### config.mk
export PLATFORM = sky130hd
export DESIGN_NAME = bsc_cfg_regs
export DESIGN_NICKNAME = d
export VERILOG_FILES = /design/src/hw/rtl/bsc_pkg.sv /design/src/hw/rtl/bsc_cfg_regs.sv
export SDC_FILE = /design/constraint.sdc
export NUM_CORES = 1
export LEC_CHECK = 0
export BUFFER_PORTS_ARGS = -buffer_cell sky130_fd_sc_hd__buf_2
export CAP_MARGIN = 10
export CORE_ASPECT_RATIO = 0.5
export CORE_MARGIN = 2
export CORE_UTILIZATION = 40
export CTS_BUF_LIST = sky130_fd_sc_hd__clkbuf_8
export CTS_CLUSTER_DIAMETER = 100
export DETAILED_ROUTE_END_ITERATION = 12
export GPL_ROUTABILITY_DRIVEN = 0
export PLACE_DENSITY_LB_ADDON = 0.08
export REMOVE_ABC_BUFFERS = 1
export SYNTH_ARGS = -nofsm -noshare
export SYNTH_HDL_FRONTEND = slang
export SYNTH_SLANG_ARGS = --single-unit
### constraint.sdc
create_clock -name clk -period 1.1 [get_ports clk]
set_clock_uncertainty 0.15 [all_clocks]
set_input_delay 0.11 -clock clk [delete_from_list [all_inputs] [get_ports clk]]
set_output_delay 0.11 -clock clk [all_outputs]
set_load 0.02 [all_outputs]
### src/hw/rtl/bsc_pkg.sv
// bsc_pkg: shared types, codes, constants and commutation tables of the
// six-step sensorless commutator. No dependencies.
package bsc_pkg;

	// event operation codes
	localparam logic [2:0] OP_CROSSING = 3'd0;
	localparam logic [2:0] OP_EXPIRY   = 3'd1;
	localparam logic [2:0] OP_ENABLE   = 3'd2;
	localparam logic [2:0] OP_SET_DUTY = 3'd3;
	localparam logic [2:0] OP_DISABLE  = 3'd4;

	// event status codes
	localparam logic [1:0] STAT_OK      = 2'd0;
	localparam logic [1:0] STAT_BOUNCE  = 2'd1;
	localparam logic [1:0] STAT_REFUSED = 2'd2;

	// configuration register indexes
	localparam logic [1:0] CFG_REVERSE  = 2'd0;
	localparam logic [1:0] CFG_DEBOUNCE = 2'd1;
	localparam logic [1:0] CFG_MAX_DUTY = 2'd2;
	localparam logic [1:0] CFG_MIN_DUTY = 2'd3;

	// configuration reset values
	localparam logic [15:0] DEBOUNCE_RESET = 16'd500;
	localparam logic [7:0]  MAX_DUTY_RESET = 8'd249;
	localparam logic [7:0]  MIN_DUTY_RESET = 8'd25;

	// phase codes
	localparam logic [1:0] PH_A      = 2'd0;
	localparam logic [1:0] PH_B      = 2'd1;
	localparam logic [1:0] PH_C      = 2'd2;
	localparam logic [1:0] PH_NONE   = 2'd3;
	localparam logic [1:0] LOW_ALL   = 2'd3;
	localparam logic [3:0] PAT_BRAKE = {PH_NONE, LOW_ALL};

	// delay compare values
	localparam logic [15:0] DELAY_ENABLE = 16'd50000;
	localparam logic [15:0] DELAY_EXPIRY = 16'd65535;
	localparam logic [2:0]  LAST_STEP    = 3'd5;
	localparam logic [2:0]  NUM_STEPS    = 3'd6;

	typedef struct packed {
		logic [2:0]  operation;
		logic [15:0] timer_count;
		logic [7:0]  requested_duty;
	} event_t;

	typedef struct packed {
		logic [1:0]  high_side;
		logic [1:0]  low_side;
		logic [1:0]  sense_phase;
		logic        sense_falling;
		logic [15:0] delay_count;
		logic [7:0]  duty_now;
		logic        running;
		logic [1:0]  event_status;
		logic [2:0]  step_index;
	} result_t;

	typedef struct packed {
		logic        reverse_direction;
		logic [15:0] debounce_ticks;
		logic [7:0]  max_duty;
		logic [7:0]  min_duty;
	} cfg_t;

	typedef struct packed {
		logic [2:0]  step_pos;
		logic [15:0] comm_count;
		logic [15:0] delay_value;
		logic [7:0]  duty_level;
		logic        enabled;
		logic [3:0]  drive_pattern;
	} state_t;

	localparam state_t STATE_RESET = '{
		step_pos: 3'd0, comm_count: 16'd0, delay_value: 16'd0,
		duty_level: 8'd0, enabled: 1'b0, drive_pattern: PAT_BRAKE};

	// bridge pattern per step: high phase in [3:2], low phase in [1:0]
	function automatic logic [3:0] drive_lookup(input logic rev, input logic [2:0] step);
		logic [3:0] pat;
		case ({rev, step})
			{1'b0, 3'd0}: pat = {PH_A, PH_B};
			{1'b0, 3'd1}: pat = {PH_A, PH_C};
			{1'b0, 3'd2}: pat = {PH_B, PH_C};
			{1'b0, 3'd3}: pat = {PH_B, PH_A};
			{1'b0, 3'd4}: pat = {PH_C, PH_A};
			{1'b0, 3'd5}: pat = {PH_C, PH_B};
			{1'b1, 3'd0}: pat = {PH_A, PH_B};
			{1'b1, 3'd1}: pat = {PH_C, PH_B};
			{1'b1, 3'd2}: pat = {PH_C, PH_A};
			{1'b1, 3'd3}: pat = {PH_B, PH_A};
			{1'b1, 3'd4}: pat = {PH_B, PH_C};
			{1'b1, 3'd5}: pat = {PH_A, PH_C};
			default:      pat = PAT_BRAKE;
		endcase
		return pat;
	endfunction

	// comparator setup per step: phase in [2:1], falling edge in [0]
	function automatic logic [2:0] sense_lookup(input logic rev, input logic [2:0] step);
		logic [2:0] sns;
		case ({rev, step})
			{1'b0, 3'd0}: sns = {PH_C, 1'b1};
			{1'b0, 3'd1}: sns = {PH_B, 1'b0};
			{1'b0, 3'd2}: sns = {PH_A, 1'b1};
			{1'b0, 3'd3}: sns = {PH_C, 1'b0};
			{1'b0, 3'd4}: sns = {PH_B, 1'b1};
			{1'b0, 3'd5}: sns = {PH_A, 1'b0};
			{1'b1, 3'd0}: sns = {PH_C, 1'b0};
			{1'b1, 3'd1}: sns = {PH_A, 1'b1};
			{1'b1, 3'd2}: sns = {PH_B, 1'b0};
			{1'b1, 3'd3}: sns = {PH_C, 1'b1};
			{1'b1, 3'd4}: sns = {PH_A, 1'b0};
			{1'b1, 3'd5}: sns = {PH_B, 1'b1};
			default:      sns = 3'd0;
		endcase
		return sns;
	endfunction

endpackage

### src/hw/rtl/bsc_cfg_regs.sv
// bsc_cfg_regs: configuration register file written through a plain write port.
// Depends on bsc_pkg.
module bsc_cfg_regs import bsc_pkg::*; (
	input  logic        clk,
	input  logic        arst_n,
	input  logic        cfg_we,
	input  logic [1:0]  cfg_index,
	input  logic [15:0] cfg_data,
	output cfg_t        cfg
);

	cfg_t cfg_q;

	// register writes, one index per cycle
	always_ff @(posedge clk or negedge arst_n) begin
		if (!arst_n) begin
			cfg_q.reverse_direction <= 1'b0;
			cfg_q.debounce_ticks    <= DEBOUNCE_RESET;
			cfg_q.max_duty          <= MAX_DUTY_RESET;
			cfg_q.min_duty          <= MIN_DUTY_RESET;
		end else if (cfg_we) begin
			case (cfg_index)
				CFG_REVERSE:  cfg_q.reverse_direction <= cfg_data[0];
				CFG_DEBOUNCE: cfg_q.debounce_ticks    <= cfg_data;
				CFG_MAX_DUTY: cfg_q.max_duty          <= cfg_data[7:0];
				CFG_MIN_DUTY: cfg_q.min_duty          <= cfg_data[7:0];
				default: ;
			endcase
		end
	end

	assign cfg = cfg_q;

endmodule

# Word level (Yosys, flattened, before mapping)
# Cells that the tools add are included.
# Widths: inputs -> output; s select.
[word_totals]
reg_bits = 33
latchBits = 0
ramBits = 0
romBits = 0
input_bits = 21
output_inout_bits = 33
elab_cells = 12
mem_count = 0
[op_classes]
add_sub_neg = 0
multipliers = 0
div = 0
magnitude_cmp = 0
n_eq_ne = 3
shift = 0
muxes = 0
bitwise_logic = 0
n_reduce_logical = 5
[ops]
columns = ["cell", "count"]
rows = [
  ["$reduce_and 2->1", 4],
  ["$eq 2x2->1 const B", 2],
  ["$eq 2x1->1 const B", 1],
  ["$logic_not 2->1", 1],
]

# Depth between registers and ports, before layout
[depth]
depth_word = 2
depth_mapped = 3
mapped_depth_nobuf = 2

# Worst setup path after synthesis
# No wires, ideal clock.
[synth_timing]
kind = "input -> register"
start = "in cfg_index[1]"
end = "reg cfg_q (netlist bit cfg[16])"
setup_ns = 0.125
arrival_time_ns = 0.746
required_time_ns = 0.825
setup_slack_ns = 0.079
cell_stages = 3
n_path_buf = 1
path_cell_list = "nand3b_4 buf_6 mux2_4"
[synth_between]
elab_chain_len = 2
[synth_lines]
columns = ["element", "line", "text"]
rows = [
  ["from (decl)", "bsc_cfg_regs.sv:7", "input logic [1:0] cfg_index,"],
  ["$eq 2x1->1", "bsc_cfg_regs.sv:22", "case (cfg_index)"],
  ["$reduce_and 2->1 (no line)", "--", ""],
  ["to (decl)", "bsc_cfg_regs.sv:12", "cfg_t cfg_q;"],
]
# No other way between the ends.
# A chain may end at the register's enable or synchronous reset.

# Worst setup path in the final report
[layout_timing]
start = "reg cfg_q (netlist bit cfg[18])"
end = "out cfg[18] (netlist name)"
[layout_lines]
columns = ["element", "line", "text"]
rows = [
  ["to (decl)", "bsc_cfg_regs.sv:9", "output cfg_t cfg"],
]
# No word-level cell between the ends.

==> metrics.yaml <==
hold_end: "cfg[32]$_DFFE_PN0P_"
numPortBuffers: 53
first_global_vias: 928
cts_tree: "done"
min_period_ns: 1.20
yosysMostFrequentCell: "mux2_2"
diodes: 0
status: "finished, violations left"
vias: 905
power.density_nw_per_um2: 1760
die_x_um: 85.1
ff2ff_setup_slack_ns: 0.05
dpl.hpwl_um: 1790
synthTopCellsByArea: "dfrtp_1 (34%), dfstp_2 (30%), mux2_2 (20%)"
avgViaCountPerCell: 4.55
p_sw_share_pct: 28.9
first_iter_violations: 50
synth.yosys.seq_area_share_pct: 64.3
ys.flop_type: "dfrtp_1"
crit_required_ns: 0.84
wl_per_cell_um: 13.8
placed_area_um2: 1670
synth_top_cells_by_count: "mux2_2 (23), dfrtp_1 (18), dfstp_2 (15)"
violations: "negative setup slack"
die_h_um: 44.5
postLayoutCoreUtil_pct: 70.7
setup_slack_ns: -0.100
cellInternalPower_uw: 2720
track_usage_pct: 15.7
path_class: "reg -> out"
ant_nets: 0
worst_pin_slew_ns: 0.253
reg2reg_depth: 2
max_clock_freq_ghz: 0.833
slew_violations: 0
syn-cell-area_um2: 1310
maxCapViolCount: 0
grt_pass1_wl_um: 4370
area_growth_pct: 65.0
crit_arrival_ns: 0.94
rsz0062_at_grt: "true"
die-area_um2: 3790
worstPathMaxFanout: 2
first_pass_iters: 4
clkSlewWorstSetupHoldPaths_ns: 0.06
maxSlewHeadroom_pct: 83.1
core_area_um2: 3070
hold_violations: 0
grt_antenna_before_repair: 0
setup_tns_ns: -1.31
worst_skew_pair.late_latency_ns: 0.27
synth_edf_count: 0
nNetsFinal: 179
period_share_pct: 109
clkPwrFrac_pct: 21.6
grt_overflow: 0
peakVddDrop_v: 0.000897
yosys.area.top_type_share_pct: 34.3
clockBufferDepth: 2
critical-path-top-delay-family: "flip-flops"
grt_max_degree: 34
cp-start-kind: "flop"
setup_violations: 15
reg2reg_to: "cfg[30]$_DFFE_PN0P_"
power_uw: 3820
seqPwrFrac_pct: 44.1
hp-start: "cfg_index[1]"
routed_wl_um: 2750
final_area_um2: 2170
hold_ws_ns: 0.106
syn_area_per_cell_um2: 18.5
initial_core_util_pct: 42.9
yosys_warnings: 0
synth_area_leader_cell: "dfrtp_1"
layout-drive-gt1-share_pct: 75.5
synthDistinctLibCells: 9
largest_reg_flops: 33
crit_chain: "buf_6"
p_sw_uw: 1100
htree_levels: 2
num_io_pins: 54
ctsRootBufferMaster: "clkbuf_8"
num_rows: 14
cts_inserted_buffers: 5
path_buf_inv: 1
cts_sinks: 33
critPathMaxStageDelay_ns: 0.55
leakage_uw: 0.00105
synthCells: 71
ys_seq_elements: 33
async_reset_ff_share_pct: 100
hp-class: "in -> reg"
r2r_start: "cfg[30]$_DFFE_PN0P_"
critPathCaptureType: "output port"
whs_path_depth: 3
p_comb_share_pct: 34.3
drc: 0
slowest_stage: "dfstp_2"
cells by family after synthesis:
| family | share of synthesized area, % |
|---|---|
| muxes | 31.1 |
| DFF | 64.3 |
| buffers and inverters | 0.857 |
| and+or+nand+nor | 3.71 |
power by group through the flow:
stage                     logic, uW  registers [uW]  clock network (uW)
final                          1310            1680                 826
after floorplan                 277            1950                   0
after detailed placement        944            1650                   0
after global routing           1380            1710                 929
after global placement          932            1650                   0
after CTS                      1130            1660                 856
metrics by stage:
stage | instances | setup slack, ns
after floorplan | 70 | 0.0905
after global placement | 167 | -0.101
after detailed placement | 167 | -0.110
after CTS | 193 | -0.108
after global routing | 199 | -0.136
final | 199 | -0.100
cells in the final DEF (no fill, tap or decap):
cell type,netlist,routed
mux2_4,10,10
nand3b_4,1,1
buf_6,1,30
buf_12,0,2
dfrtp_1,18,18
clkbuf_8,0,5
buf_2,0,21
nand3b_2,1,1
inv_1,0,3
buf_4,0,11
nand3_2,1,1
mux2_2,23,23
dlygate4sd3_1,0,17
nor3b_1,1,1
dfstp_2,15,15
per-layer routing:
metal	track usage, %	vias to the layer above	share of wire [%]
met3	8.40	2	7.6
li1	-	432	-
met2	24.1	33	46
met1	20.0	438	46
met5	0	-	0
met4	3.81	0	0.47
final cells by class:
| cell class | instances | area, um^2 |
|---|---|---|
| Clock buffer | 5 | 68.8 |
| Clock inverter | 3 | 11.3 |
| Fill cell | 219 | 897 |
| Multi-Input combinational cell | 37 | 458 |
| Sequential cell | 33 | 845 |
| Tap cell | 40 | 50.0 |
| Timing Repair Buffer | 81 | 736 |
what timing repair did:
item                                   4_1_cts  5_1_grt
setup buffers                                1        6
resized for setup                           30       32
pin swaps                                    0        0
hold buffers                                17        0
endpoints found under the hold margin       66        0
setup endpoints to repair                   15       32
how the worst max path moves through the flow:
stage	endpoint	from	cells past startpoint
2_1_floorplan	cfg[16]$_DFFE_PN0P_	cfg_index[1]	2
3_3_place_gp	cfg[5]$_DFFE_PN0P_	cfg_index[1]	4
3_5_place_dp	cfg[5]$_DFFE_PN0P_	cfg_index[1]	4
4_1_cts	cfg[8]	cfg[8]$_DFFE_PN1P_	1
5_1_grt	cfg[18]	cfg[18]$_DFFE_PN1P_	1
6_report	cfg[18]	cfg[18]$_DFFE_PN1P_	1
Note: power is estimated with default switching activity, not from simulation.
