## config.mk

```make
export PLATFORM = sky130hd
export DESIGN_NAME = bsc_event_logic
export DESIGN_NICKNAME = d
export VERILOG_FILES = /design/src/hw/rtl/bsc_pkg.sv /design/src/hw/rtl/bsc_event_logic.sv
export SDC_FILE = /design/constraint.sdc
export NUM_CORES = 1
export LEC_CHECK = 0
export BUFFER_PORTS_ARGS = -buffer_cell sky130_fd_sc_hd__buf_2
export CORE_MARGIN = 4
export CORE_UTILIZATION = 25
export DETAILED_ROUTE_END_ITERATION = 10
export SLEW_MARGIN = 20
export SYNTH_ARGS = -nofsm -noshare
export SYNTH_HDL_FRONTEND = slang
export SYNTH_SLANG_ARGS = --single-unit
```

## constraint.sdc

```tcl
create_clock -name vclk -period 13.6
set_clock_uncertainty 0.1 [all_clocks]
set_input_delay 3.4 -clock vclk [all_inputs]
set_output_delay 3.4 -clock vclk [all_outputs]
set_load 0.01 [all_outputs]
```

## src/hw/rtl/bsc_pkg.sv

```systemverilog
// bsc_pkg: shared types, codes, constants and commutation tables of the
// six-step sensorless commutator. No dependencies.
package bsc_pkg;

	// event operation codes
	localparam logic [2:0] OP_CROSSING = 3'd0;
	localparam logic [2:0] OP_EXPIRY   = 3'd1;
	localparam logic [2:0] OP_ENABLE   = 3'd2;
	localparam logic [2:0] OP_SET_DUTY = 3'd3;
	localparam logic [2:0] OP_DISABLE  = 3'd4;

	// event status codes
	localparam logic [1:0] STAT_OK      = 2'd0;
	localparam logic [1:0] STAT_BOUNCE  = 2'd1;
	localparam logic [1:0] STAT_REFUSED = 2'd2;

	// configuration register indexes
	localparam logic [1:0] CFG_REVERSE  = 2'd0;
	localparam logic [1:0] CFG_DEBOUNCE = 2'd1;
	localparam logic [1:0] CFG_MAX_DUTY = 2'd2;
	localparam logic [1:0] CFG_MIN_DUTY = 2'd3;

	// configuration reset values
	localparam logic [15:0] DEBOUNCE_RESET = 16'd500;
	localparam logic [7:0]  MAX_DUTY_RESET = 8'd249;
	localparam logic [7:0]  MIN_DUTY_RESET = 8'd25;

	// phase codes
	localparam logic [1:0] PH_A      = 2'd0;
	localparam logic [1:0] PH_B      = 2'd1;
	localparam logic [1:0] PH_C      = 2'd2;
	localparam logic [1:0] PH_NONE   = 2'd3;
	localparam logic [1:0] LOW_ALL   = 2'd3;
	localparam logic [3:0] PAT_BRAKE = {PH_NONE, LOW_ALL};

	// delay compare values
	localparam logic [15:0] DELAY_ENABLE = 16'd50000;
	localparam logic [15:0] DELAY_EXPIRY = 16'd65535;
	localparam logic [2:0]  LAST_STEP    = 3'd5;
	localparam logic [2:0]  NUM_STEPS    = 3'd6;

	typedef struct packed {
		logic [2:0]  operation;
		logic [15:0] timer_count;
		logic [7:0]  requested_duty;
	} event_t;

	typedef struct packed {
		logic [1:0]  high_side;
		logic [1:0]  low_side;
		logic [1:0]  sense_phase;
		logic        sense_falling;
		logic [15:0] delay_count;
		logic [7:0]  duty_now;
		logic        running;
		logic [1:0]  event_status;
		logic [2:0]  step_index;
	} result_t;

	typedef struct packed {
		logic        reverse_direction;
		logic [15:0] debounce_ticks;
		logic [7:0]  max_duty;
		logic [7:0]  min_duty;
	} cfg_t;

	typedef struct packed {
		logic [2:0]  step_pos;
		logic [15:0] comm_count;
		logic [15:0] delay_value;
		logic [7:0]  duty_level;
		logic        enabled;
		logic [3:0]  drive_pattern;
	} state_t;

	localparam state_t STATE_RESET = '{
		step_pos: 3'd0, comm_count: 16'd0, delay_value: 16'd0,
		duty_level: 8'd0, enabled: 1'b0, drive_pattern: PAT_BRAKE};

	// bridge pattern per step: high phase in [3:2], low phase in [1:0]
	function automatic logic [3:0] drive_lookup(input logic rev, input logic [2:0] step);
		logic [3:0] pat;
		case ({rev, step})
			{1'b0, 3'd0}: pat = {PH_A, PH_B};
			{1'b0, 3'd1}: pat = {PH_A, PH_C};
			{1'b0, 3'd2}: pat = {PH_B, PH_C};
			{1'b0, 3'd3}: pat = {PH_B, PH_A};
			{1'b0, 3'd4}: pat = {PH_C, PH_A};
			{1'b0, 3'd5}: pat = {PH_C, PH_B};
			{1'b1, 3'd0}: pat = {PH_A, PH_B};
			{1'b1, 3'd1}: pat = {PH_C, PH_B};
			{1'b1, 3'd2}: pat = {PH_C, PH_A};
			{1'b1, 3'd3}: pat = {PH_B, PH_A};
			{1'b1, 3'd4}: pat = {PH_B, PH_C};
			{1'b1, 3'd5}: pat = {PH_A, PH_C};
			default:      pat = PAT_BRAKE;
		endcase
		return pat;
	endfunction

	// comparator setup per step: phase in [2:1], falling edge in [0]
	function automatic logic [2:0] sense_lookup(input logic rev, input logic [2:0] step);
		logic [2:0] sns;
		case ({rev, step})
			{1'b0, 3'd0}: sns = {PH_C, 1'b1};
			{1'b0, 3'd1}: sns = {PH_B, 1'b0};
			{1'b0, 3'd2}: sns = {PH_A, 1'b1};
			{1'b0, 3'd3}: sns = {PH_C, 1'b0};
			{1'b0, 3'd4}: sns = {PH_B, 1'b1};
			{1'b0, 3'd5}: sns = {PH_A, 1'b0};
			{1'b1, 3'd0}: sns = {PH_C, 1'b0};
			{1'b1, 3'd1}: sns = {PH_A, 1'b1};
			{1'b1, 3'd2}: sns = {PH_B, 1'b0};
			{1'b1, 3'd3}: sns = {PH_C, 1'b1};
			{1'b1, 3'd4}: sns = {PH_A, 1'b0};
			{1'b1, 3'd5}: sns = {PH_B, 1'b1};
			default:      sns = 3'd0;
		endcase
		return sns;
	endfunction

endpackage

```

## src/hw/rtl/bsc_event_logic.sv

```systemverilog
// bsc_event_logic: next state and result for one event, pure combinational.
// Depends on bsc_pkg for types, codes and commutation tables.
module bsc_event_logic import bsc_pkg::*; (
	input  state_t  st,
	input  cfg_t    cfg,
	input  event_t  ev,
	output state_t  st_nxt,
	output result_t res
);

	logic [2:0]  step_cur;
	logic [2:0]  step_inc;
	logic [2:0]  step_out;
	logic [15:0] cnt_half;
	logic [15:0] wrap_delay;
	logic [15:0] cross_delay;
	logic [16:0] late_limit;
	logic [16:0] wrap_limit;
	logic        cross_late;
	logic        bounce;
	logic [7:0]  duty_clamped;
	logic        duty_low;
	logic [2:0]  sense;
	logic [1:0]  status;

	// current step, guarded against codes past the last step
	assign step_cur = (st.step_pos < NUM_STEPS) ? st.step_pos : 3'd0;
	assign step_inc = (step_cur == LAST_STEP) ? 3'd0 : step_cur + 3'd1;

	// crossing check: normal capture or rollover, sums kept in 17 bits
	assign cnt_half    = {1'b0, ev.timer_count[15:1]};
	assign wrap_delay  = {1'b1, ev.timer_count[15:1]};
	assign cross_late  = ev.timer_count > st.comm_count;
	assign late_limit  = {1'b0, st.comm_count} + {1'b0, cfg.debounce_ticks};
	assign wrap_limit  = {2'b00, st.comm_count[15:1]} + {2'b00, cfg.debounce_ticks[15:1]};
	assign cross_delay = cross_late ? cnt_half : wrap_delay;
	assign bounce      = cross_late ? ({1'b0, ev.timer_count} < late_limit)
	                                : ({1'b0, wrap_delay} < wrap_limit);

	// duty clamp and minimum check
	assign duty_clamped = (ev.requested_duty > cfg.max_duty) ? cfg.max_duty
	                                                         : ev.requested_duty;
	assign duty_low     = ev.requested_duty < cfg.min_duty;

	// event decode and state update
	always_comb begin
		st_nxt = st;
		status = STAT_OK;
		case (ev.operation)
			OP_CROSSING: begin
				if (!st.enabled) begin
					status = STAT_REFUSED;
				end else if (bounce) begin
					status = STAT_BOUNCE;
				end else begin
					st_nxt.delay_value = cross_delay;
					st_nxt.comm_count  = 16'd0;
					st_nxt.step_pos    = step_inc;
				end
			end
			OP_EXPIRY: begin
				if (!st.enabled) begin
					status = STAT_REFUSED;
				end else begin
					st_nxt.comm_count    = ev.timer_count;
					st_nxt.drive_pattern = drive_lookup(cfg.reverse_direction, step_cur);
					st_nxt.delay_value   = DELAY_EXPIRY;
				end
			end
			OP_ENABLE: begin
				if (duty_low) begin
					st_nxt.drive_pattern = PAT_BRAKE;
					st_nxt.duty_level    = 8'd0;
					st_nxt.enabled       = 1'b0;
					status               = STAT_REFUSED;
				end else if (st.enabled) begin
					status = STAT_REFUSED;
				end else begin
					st_nxt.delay_value = DELAY_ENABLE;
					st_nxt.enabled     = 1'b1;
					st_nxt.duty_level  = duty_clamped;
				end
			end
			OP_SET_DUTY: begin
				if (!st.enabled) begin
					status = STAT_REFUSED;
				end else if (duty_low) begin
					st_nxt.drive_pattern = PAT_BRAKE;
					st_nxt.duty_level    = 8'd0;
					st_nxt.enabled       = 1'b0;
				end else begin
					st_nxt.duty_level = duty_clamped;
				end
			end
			OP_DISABLE: begin
				st_nxt.drive_pattern = PAT_BRAKE;
				st_nxt.duty_level    = 8'd0;
				st_nxt.enabled       = 1'b0;
			end
			default: begin
				status = STAT_REFUSED;
			end
		endcase
	end

	// result from the updated state, comparator off while stopped
	assign step_out = (st_nxt.step_pos < NUM_STEPS) ? st_nxt.step_pos : 3'd0;
	assign sense    = st_nxt.enabled ? sense_lookup(cfg.reverse_direction, step_out) : 3'd0;

	assign res.high_side     = st_nxt.drive_pattern[3:2];
	assign res.low_side      = st_nxt.drive_pattern[1:0];
	assign res.sense_phase   = sense[2:1];
	assign res.sense_falling = sense[0];
	assign res.delay_count   = st_nxt.delay_value;
	assign res.duty_now      = st_nxt.duty_level;
	assign res.running       = st_nxt.enabled;
	assign res.event_status  = status;
	assign res.step_index    = step_out;

endmodule

```

**After elaboration in Yosys (flattened, before gate mapping)**

Memory sizes are Yosys's and may differ from the RTL's.
Index checks and enable logic that the tools add are counted.

- Flip-flop bits (word level): 0
- Latch bits: 0
- Bits in writable memories: 0
- Bits in read-only memories: 112
- Input bits: 108
- Output and inout port bits: 85
- Word-level logic and storage cells: 48
- Memories: 2

- Add/subtract/negate cells: 3
- Multipliers: 0
- Div/mod/pow operators: 0
- $lt $le $gt $ge: 7
- Eq/ne operators: 5
- Shift operators: 0
- Muxes and demuxes: 29
- Bitwise logic cells: 0
- Reductions and logical operators: 2

Memories:

| memory | words | bits a word | read ports | clocked after memory_dff | wr ports | RTL line | source |
|---|---|---|---|---|---|---|---|
| (name not given) | 16 | 4 | 1 | 0 | 0 | bsc_pkg.sv:83 | `case ({rev, step})` |
| (name not given) | 16 | 3 | 1 | 0 | 0 | bsc_pkg.sv:104 | `case ({rev, step})` |

Operator list:

| cell | number |
|---|---|
| two-way mux 35 bit | 2 |
| case mux 16 bit (3 select lines) | 1 |
| two-way mux 16 bit | 2 |
| two-way mux 32 bit | 1 |
| case mux 16 bit (2 select lines) | 1 |
| case mux 9 bit (3 select lines) | 1 |
| two-way mux 25 bit | 1 |
| adder 16 x 16 -> 17 bit | 1 |
| < comparator 16 x 17 -> 1 bit | 1 |
| adder 15 x 15 -> 16 bit | 1 |
| greater-than comparator 16 bit | 1 |
| < comparator 16 bit | 1 |
| two-way mux 8 bit | 2 |
| case mux 4 bit (4 select lines) | 1 |
| two-way mux 3 bit | 5 |
| two-way mux 13 bit | 1 |
| two-way mux 9 bit | 1 |
| greater-than comparator 8 bit | 1 |
| < comparator 8 bit | 1 |
| two-way mux 2 bit | 4 |
| two-way mux 4 bit | 2 |
| case mux 2 bit (4 select lines) | 1 |
| == test 3 x 2 -> 1 bit, second input constant | 2 |
| == test 3 bit, second input constant | 2 |
| 7 further kinds | 9 |

**Depth between registers and ports, before layout**

An unclocked memory read counts as a cell.

- Word-level depth: 11
- Gate-level depth with buffers: 27

**Worst setup path before layout**

Ideal clock, no wire load.

- Path kind: input -> output
- Start: input port st[37] (netlist name)
- End: output port res[31] (netlist name)
- Arrival: 7888 ps
- Required time: 10100 ps
- Slack: 2212 ps
- Cell stages on the path: 24
- Path buffers: 2
- Path through: ha_1 a21o_1 o21bai_1 a21o_1 a21oi_1 nor2b_1 o21ai_0 nand2b_1 a21oi_1 xor2_1 ha_1 a21o_1 a2111o_1 o211a_1 mux2_4 and3_4 buf_6 buf_2 a21oi_1 a21oi_1 ha_1 and2_1 o211ai_1 nand2_1

RTL lines:

| what | RTL line | source |
|---|---|---|
| start, declared | bsc_event_logic.sv:4 | `input state_t st,` |
| end, declared | bsc_event_logic.sv:8 | `output result_t res` |

==> metrics.md <==
| Metric | Value |
|---|---|
| Library cells used by synthesis | `53` |
| Vias in the first global route | `4360` |
| Fin nets | `967` |
| Wire length per cell | `15.3 um` |
| Die height | `136 um` |
| Fin area | `5000 sq um` |
| Diode count | `0` |
| Rows | `46` |
| # clk buffers | `0` |
| Pwr dens | `46.9 nW/um^2` |
| Max Cap Violations | `0` |
| Setup TNS | `0 ns` |
| Port Buffers | `193` |
| Peak VDD IR | `0.0192 mV` |
| Worst Tran Pin Value | `1.07 ns` |
| Final worst setup slack | `1.84 ns` |
| Slowest-stage cell, CP | `ha_1` |
| Initial DRT Pass Iterations | `4` |
| WL final | `15100 um` |
| Sequential-to-total area share from yosys stat | `0` |
| DIE AREA | `18500 sq um` |
| Hold Path Class | `primary input to output pin` |
| Routed vias/inst | `4.91` |
| Cell Area, Synth | `4100 sq um` |
| Synth cell count leaders | `ha_1 (84), a21oi_1 (78), nand2_1 (64)` |
| Mapped Cells | `634` |
| Top cell type's share of synthesized area | `0.257` |
| Place WS | `1.82 ns` |
| RD Place Congestion | `0.969` |
| RSZ-0062 raised after global routing | `false` |
| Slew margin rel. | `0.280` |
| Status | `finished, final reports clean` |
| Crit start category | `primary input` |
| Slowest cell delay on critical path | `0.39 ns` |
| Warnings, synthesis | `0` |
| Leak Pwr | `0.00269 uW` |
| Hold WS | `7.02 ns` |
| Critical path peak fanout | `32` |
| Setup Viol. Count Final | `0` |
| Register area | `0 sq um` |
| DP Wirelength | `13100 um` |
| Syn_area_per_cell | `6.46 sq um` |
| Starting Density | `0.257` |
| Core region area | `15900 sq um` |
| Final hold vios | `0` |
| CP bufs+invs | `2` |
| Initial DRC Count | `271` |
| Cell with the most instances after synthesis | `ha_1` |
| Hold buffer count at cts | `0` |
| Gr ovfl total | `0` |
| WP data arrival | `8.26 ns` |
| Fin crit share | `0.865` |
| Instance count on the critical path | `26` |
| Layout Cells excl Fill | `987` |
| Setup Fix Bufs, Post-CTS | `0` |
| Share of layout cells above drive strength 1 | `0.259` |
| Critical Path RT | `10.10 ns` |
| I/O pin cnt | `193` |
| Largest net degree at the start of global routing | `33` |
| Top delay family on crit path | `compound AO/OA/AOI/OAI gates` |
| Final ANT Viol Nets | `0` |
| Tmin final | `11.76 ns` |
| Placed insts | `987` |
| Final Max Slew Viols | `0` |
| FFs & Latches | `0` |
| Fmax achieved | `0.0851 GHz` |
| Synth area leader | `ha_1` |
| Min-Delay Path Depth | `4` |
| Most frequent CP cell | `a21oi_1` |
| Dominant cells by area after synthesis | `ha_1 (26%), a21oi_1 (9.5%), nand2_1 (5.9%), o21ai_0 (5.6%), nor2_1 (5.5%)` |
| Area after DPL | `5000 sq um` |
| Fillers | `1810` |
| Area grow syn2layout | `22.1%` |
| CP Class | `primary input to output pin` |
| First-pass GRT wire length | `23000 um` |
| Initial antenna violation count | `0` |
| Worst Setup End Kind | `output pin` |
| Die Wd | `136 um` |
| Drc violations | `0` |
| GR Util All Layers | `0.152` |
| Post-cts sizing count | `0` |
| Vias | `4851` |
| Syn Nets | `828` |
through the flow:
| step | utilization | power, uW |
|---|---|---|
| after detailed placement | 0.314 | 235 |
| after CTS | 0.314 | 236 |
| final | 0.314 | 234 |
| after global routing | 0.314 | 265 |
| after floorplan | - | 164 |
| after global placement | 0.314 | 233 |
area by class of cell:
type,count,area (sq um),share of cell area
Multi-Input combinational cell,517,3530,0.706
Tap cell,216,270,0.0540
Timing Repair Buffer,195,981,0.196
Inverter,59,221,0.0443
cell usage in the layout, fill, tap and decap left out, types with 3 or more instances in the layout:
cell      instances
o211ai_1          4
mux2i_1           3
o22ai_1           9
nand2_1          64
ha_1             84
xnor2_1          16
a31oi_1           3
o21a_1            8
o21ai_0          46
xor2_1           12
inv_1            59
a221o_1           4
a211oi_1          3
nor2b_1           9
o31ai_1          12
nand4_1          10
nor3_1            8
nand3_1          15
and2_1            4
nand2b_1          8
a21o_1           21
nor2_1           60
a21oi_1          78
o21bai_1          6
buf_2           193
routing by layer:
| layer | track usage | part of all wire | up-vias |
|---|---|---|---|
| li1 | - | - | 2493 |
| met1 | 0.200 | 0.43 | 2185 |
| met2 | 0.285 | 0.50 | 171 |
| met3 | 0.00999 | 0.068 | 2 |
| met4 | 0.00448 | 0.0021 | 0 |
| met5 | 0 | 0 | - |
logic make-up after synthesis:
| family | after synthesis | synth area share |
|---|---|---|
| and+or+nand+nor | 185 | 0.202 |
| adders and majority gates | 86 | 0.266 |
| buffers and inverters | 117 | 0.138 |
| AOI/OAI and AO/OA | 213 | 0.319 |
| xor gates and xnor gates | 28 | 0.0599 |
| muxes | 5 | 0.0147 |
final timing paths:
| kind | startpoint | endpoint | slack, ns |
|---|---|---|---|
| worst max-delay path | st[35] | res[31] | 1.84 |
| worst min-delay path | st[7] | st_nxt[7] | 7.02 |
where the power goes:
group | total [uW] | internal, uW | leakage, uW | switching (uW)
logic | 234 | 98.6 | 0.00269 | 136
clock network | 0 | 0 | 0 | 0
registers | 0 | 0 | 0 | 0
total | 234 | 98.6 | 0.00269 | 136
worst min-delay path, stage by stage:
cell and delay, ns:
buf_2 0.07, nand2_1 0.03, o21ai_0 0.08, buf_2 0.14
Note: power is estimated with default switching activity, not from simulation.
